[config.mk]
export PLATFORM = sky130hd
export DESIGN_NAME = tls_ctrl
export DESIGN_NICKNAME = d
export VERILOG_FILES = /design/src/tls_pkg.sv /design/src/tls_ctrl.sv
export SDC_FILE = /design/constraint.sdc
export NUM_CORES = 1
export LEC_CHECK = 0
export ABC_AREA = 1
export BUFFER_PORTS_ARGS = -buffer_cell sky130_fd_sc_hd__buf_2
export CORE_AREA = 2 2 39 41
export CTS_CLUSTER_DIAMETER = 60
export DETAILED_ROUTE_END_ITERATION = 10
export DIE_AREA = 0 0 41 43
export PLACE_DENSITY = 0.77
export SLEW_MARGIN = 20
export SYNTH_ARGS = -nofsm -noshare
export SYNTH_HDL_FRONTEND = slang
export SYNTH_SLANG_ARGS = --single-unit
[constraint.sdc]
create_clock -name clock -period 1.5 [get_ports clock]
set_clock_uncertainty 0.1 [all_clocks]
set_input_delay 0.3 -clock clock [delete_from_list [all_inputs] [get_ports clock]]
set_output_delay 0.3 -clock clock [all_outputs]
set_load 0.005 [all_outputs]
[src/tls_pkg.sv]
package tls_pkg;

   localparam int LineLength = 64;
   localparam int IdxW = $clog2(LineLength);
   localparam int CntW = $clog2(LineLength + 1);
   localparam int DataW = 32;
   localparam int DivCycles = 48;
   localparam int DivCntW = $clog2(DivCycles + 1);

   localparam logic signed [DataW-1:0] SatMax = {1'b0, {(DataW-1){1'b1}}};
   localparam logic signed [DataW-1:0] SatMin = {1'b1, {(DataW-1){1'b0}}};

   typedef struct packed {
      logic load;
      logic mul_num;
      logic mul_den;
      logic sub;
      logic div_start;
      logic store;
      logic bs_load;
      logic bs_read;
      logic bs_mul;
      logic bs_sub;
      logic out_load;
      logic line_clear;
   } cmd_type;

   typedef struct packed {
      logic div_done;
      logic row_full;
      logic last_row;
      logic bs_empty;
      logic out_busy;
   } stat_type;

   function automatic logic signed [DataW-1:0] sat64(input logic signed [63:0] v);
      logic signed [DataW-1:0] r;
      if (v > 64'sh7FFF_FFFF) r = SatMax;
      else if (v < -64'sh8000_0000) r = SatMin;
      else r = v[DataW-1:0];
      return r;
   endfunction

   function automatic logic signed [DataW-1:0] qscale(input logic signed [63:0] p);
      logic signed [63:0] s;
      s = p >>> 16;
      return sat64(s);
   endfunction

endpackage

[src/tls_ctrl.sv]
module tls_ctrl (
   input  logic              clock,
   input  logic              reset,
   input  logic              req_valid,
   output logic              req_stall,
   input  logic              req_first_row,
   output tls_pkg::cmd_type  cmd,
   input  tls_pkg::stat_type stat
);
   localparam logic [3:0] Idle = 4'd0, Mden = 4'd1, Sden = 4'd2, DivC = 4'd3,
      DivCw = 4'd4, Mnum = 4'd5, Snum = 4'd6, DivD = 4'd7, DivDw = 4'd8,
      Store = 4'd9, BsStart = 4'd10, BsRead = 4'd11, BsMul = 4'd12, BsOut = 4'd13,
      Done = 4'd14;

   localparam int WaitW = tls_pkg::DivCntW;

   logic [3:0] st_ff, st_in;
   logic [WaitW-1:0] w_ff, w_in;
   logic full_eff;

   assign full_eff = stat.row_full && !(req_first_row);

   always_comb begin
      st_in = st_ff;
      w_in = w_ff;
      cmd = '0;
      req_stall = 1'b1;
      unique case (st_ff)
         Idle: begin
            req_stall = 1'b0;
            if (req_valid) begin
               cmd.load = 1'b1;
               st_in = full_eff ? BsStart : Mden;
            end
         end
         Mden: begin cmd.mul_den = 1'b1; st_in = Sden; end
         Sden: begin cmd.sub = 1'b1; st_in = DivC; end
         DivC: begin
            cmd.div_start = 1'b1;
            st_in = DivCw;
         end
         DivCw: begin
            if (stat.div_done) st_in = Mnum;
         end
         Mnum: begin cmd.mul_num = 1'b1; st_in = Snum; end
         Snum: begin cmd.sub = 1'b1; st_in = DivD; end
         DivD: begin
            cmd.div_start = 1'b1;
            st_in = DivDw;
         end
         DivDw: begin
            if (stat.div_done) st_in = Store;
         end
         Store: begin cmd.store = 1'b1; st_in = BsStart; end
         BsStart: begin
            if (!stat.last_row) st_in = Idle;
            else begin
               cmd.bs_load = 1'b1;
               st_in = BsRead;
            end
         end
         BsRead: begin
            if (stat.bs_empty) begin
               cmd.line_clear = 1'b1;
               st_in = Idle;
            end else begin
               st_in = BsMul;
            end
         end
         BsMul: begin
            w_in = '0;
            if (w_ff == '0) w_in = WaitW'(1);
            else begin cmd.bs_mul = 1'b1; w_in = '0; st_in = BsOut; end
         end
         BsOut: begin
            if (!stat.out_busy) begin
               cmd.bs_sub = 1'b1;
               cmd.out_load = 1'b1;
               cmd.bs_read = 1'b1;
               st_in = BsRead;
            end
         end
         default: st_in = Idle;
      endcase
   end

   always_ff @(posedge clock) begin
      if (reset) begin
         st_ff <= Idle;
         w_ff <= '0;
      end else begin
         st_ff <= st_in;
         w_ff <= w_in;
      end
   end

   a_stall_busy: assert property (@(posedge clock) disable iff (reset)
      st_ff != Idle |-> req_stall) else $error("accepts while busy");
   a_out_hold: assert property (@(posedge clock) disable iff (reset)
      cmd.out_load |-> !stat.out_busy) else $error("result overwritten");
   a_store_once: assert property (@(posedge clock) disable iff (reset)
      cmd.store |=> !cmd.store) else $error("double store");
endmodule

[Yosys cells after proc, flatten, opt, wreduce, memory -nomap -nowiden]
Cells that the tools add are included.
Operators by class
  reduce and logical (&&, ||, !) cells: 7
  eq/ne operators: 18
  mux-type cells: 28
Operators by type and width (number)
  $pmux 4 s14: 1
  $mux 4: 8
  $eq 4x4->1 const B: 6
  $mux 1: 17
  $eq 4x3->1 const B: 4
  $ne 2x2->1 const B: 5
  $eq 4x2->1 const B: 2
  $logic_not 6->1: 1
  $reduce_and 5->1: 1
  $eq 4x1->1 const B: 1
  $logic_not 4->1: 1
  $mux 2: 2
  $reduce_or 2->1: 2
  $logic_and 1x1->1: 1
  $logic_not 1->1: 1
Storage, ports and cells
  bits in registers: 10
  input port bits: 9
  output and inout bits: 13

[Longest topological paths before layout]
  depth after elaboration: 5
  gate-level depth with buffers: 9

[Least setup slack after synthesis]
OpenSTA, ideal clock, no wires.
  path kind: reg2out
  start point: reg st_ff[0]
  end point: out cmd[2] (netlist name)
  data required time: 1100 ps
  slack: -52 ps
  arrival time: 1152 ps
  cell stages (with the launch flop): 6
  buffers on the path: 1
  cell sequence: dfxtp_1 > inv_2 > nor2_2 > inv_1 > nor3_1 > buf_4
RTL lines
  start: declaration: line tls_ctrl.sv:17  | logic [3:0] st_ff, st_in;
  start signal: assignment: line tls_ctrl.sv:89  | st_ff <= Idle;
  start signal: assignment: line tls_ctrl.sv:92  | st_ff <= st_in;
  end: declaration: line tls_ctrl.sv:7  | output tls_pkg::cmd_type cmd,

==> key figures <==
Detailed routing
  • DRC Markers: 0
  • DR WL/cell: 12.11 um
  • Via count: 678
  • DR vias/cell: 5.022
  • WL final: 1635 um
  • Post-route ant nets: 0
  • 1st-iter DRT viols: 21
  • DRT Pass-1 Iters: 4

Yosys
  • Synth unique cells: 21
  • Syn_nets: 95
  • Syn Std Cell Area: 530.5 sq um
  • Synth top area share: 18.87%
  • Seq/Total Area, Yosys: 18.87%
  • Flops & latches, synth: 5
  • Post-Syn Instances: 86
  • Yosys warnings: 0
  • Top post-synthesis cells by area: dfxtp_1 19%, nand2_1 11%, nor2_1 7.8%
  • Avg Cell Area, Syn: 6.169 sq um
  • Cell taking the most area after synthesis: dfxtp_1

Clocking
  • Clock root cell: clkbuf_4
  • Worst-Skew Late Latency: 0.25 ns
  • CTS sink count: 5
  • H-tree lvl count: 1
  • CTS max path bufs: 2
  • CTS clk-pin slew, worst paths: 0.05 ns
  • CTS tree: built
  • CTS Buf Count: 3
  • Hold_buf cts: 0

Critical path
  • Critical path type: reg2out
  • Worst Path Max Fanout: 4
  • Worst Path Arrival: 1.17 ns
  • Critical Path End Type: output pin
  • Worst stage delay on the critical path: 0.34 ns
  • Critical path, cell by cell: buf_6 -> nor2_4 -> nand2_2 -> nor2_1 -> buf_2
  • Critical Path RT: 1.10 ns
  • Startpoint Class: flip-flop
  • Slowest CP cell: dfxtp_4

Power
  • P_leak: 0.0004488 uW
  • Design Power: 1327 uW
  • Cell Pwr Density: 1624 nW/um^2
  • VDD IR max: 0.0007338 V

Timing
  • Slew HR: 87.37%
  • Setup TNS: -0.3097 ns
  • Worst setup slack after layout: -0.07345 ns
  • Final setup violation count: 9
  • Period minus WS final: 1.573 ns
  • Worst Tran Pin Value: 0.1887 ns
  • RSZ-0062 raised after global routing: yes
  • Final Cycle Share: 104.9%
  • Slew Limit Fails: 0
  • Achievable clock frequency: 635.5 MHz
  • Hold Violations, Final: 0

Cells and area
  • P&R area growth vs syn: 54.01%
  • Antenna Cells: 0
  • Most frequent cells in the layout: 21 x buf_2, 13 x nand2_1, 10 x nor2_1
  • Design Area, Final: 817.0 sq um
  • Most common cell after layout, fill and taps aside: buf_2
  • Share of layout cells above drive strength 1: 55.46%
  • Final Util: 59.04%
  • Fin nets: 129

Floorplan
  • Die Ht: 43 um
  • Std-Cell Rows: 14
  • # IOs: 22
  • Die area: 1763 sq um
  • Die width: 41 um
  • CORE AREA: 1384 sq um
  • Initial Util: 38.34%

Placement
  • Hpwl dp: 1084 um
  • Gpl congestion: 0.9521
  • Port Buf Inserts: 21
  • Dpl cell area: 653.1 sq um

Global routing
  • Largest net degree at the start of global routing: 7
  • First-pass GRT wire length: 2421 um
  • Vias in the first global route: 611
  • Initial antenna violation count: 0
  • Grt total ovfl: 0
  • All-Layer GR Usage: 19.78%

Worst hold path
  • Hold WC Path Type: in2reg

Outcome
  • Failing checks: negative setup slack
  • Status: finished with violations

Job
  • Max-cap violations: 0
[registers in the layout, summed over array words and instances, names as in the netlist]
| name | count |
|---|---|
| w_ff | 1 |
| st_ff | 4 |
[where the power goes]
group | internal [uW] | switching (uW)
combinational | 414 | 487
sequential | 187 | 72.5
clock | 101 | 65.6
total | 702 | 625
[timing repair]
action,4_1_cts,5_1_grt
pin swaps,4,7
resized for setup,13,9
endpoints found under the setup margin,13,11
endpoints found under the hold margin,0,0
setup buffers,5,4
[worst paths after layout]
check,from,endpoint,slack (ns),depth (start not counted)
worst max-delay path,st_ff[0],cmd[3],-0.07,5
worst min-delay path,reset,st_ff[2],0.17,2
worst max register to register,st_ff[0],st_ff[0],0.05,8
worst min register to register,w_ff[0],w_ff[0],0.37,2
[worst max-delay path: cells and delay by family, from the launching register on]
family                 cells  cell delay [ns]
flip-flops                 1             0.34
buffers and inverters      2             0.24
AND/OR/NAND/NOR            3             0.33
[cells by family after synthesis]
group / count (synthesis) / share of synthesized area (%)
compound gates: 11 / 12.97
buf+inv: 19 / 15.80
flops: 5 / 18.87
simple gates: 51 / 52.36
[final cells by class]
type | instances | area (sq um)
Timing Repair Buffer | 32 | 195.2
Multi-Input combinational cell | 62 | 396.6
Fill cell | 141 | 566.8
Clock buffer | 4 | 26.28
Sequential cell | 5 | 115.1
Inverter | 16 | 63.81
Tap cell | 16 | 20.02
[metal layers]
metal	part of all wire [%]	global-route usage (%)
met5	0	0
met4	3.2	6.000
met3	4.6	4.712
met2	50	31.87
met1	42	24.76
[through the flow]
step | setup WS [ns] | hold slack [ns] | instances
floorplan | 0.05477 | 0.2691 | 86
global placement | 0.1291 | 0.3523 | 122
detailed placement | 0.1103 | 0.3712 | 122
CTS | -0.04007 | 0.1621 | 131
global route | -0.1291 | 0.1729 | 135
finish | -0.07345 | 0.1672 | 135
[synthesized netlist by cell type (all sizes together)]
library cell / number
a21oi: 5
buf: 3
clkinv: 1
dfxtp: 5
inv: 15
nand2: 20
nand3: 10
nand3b: 1
nor2: 16
nor3: 4
o21ai: 5
o21bai: 1
Note: power is estimated with default switching activity, not from simulation.
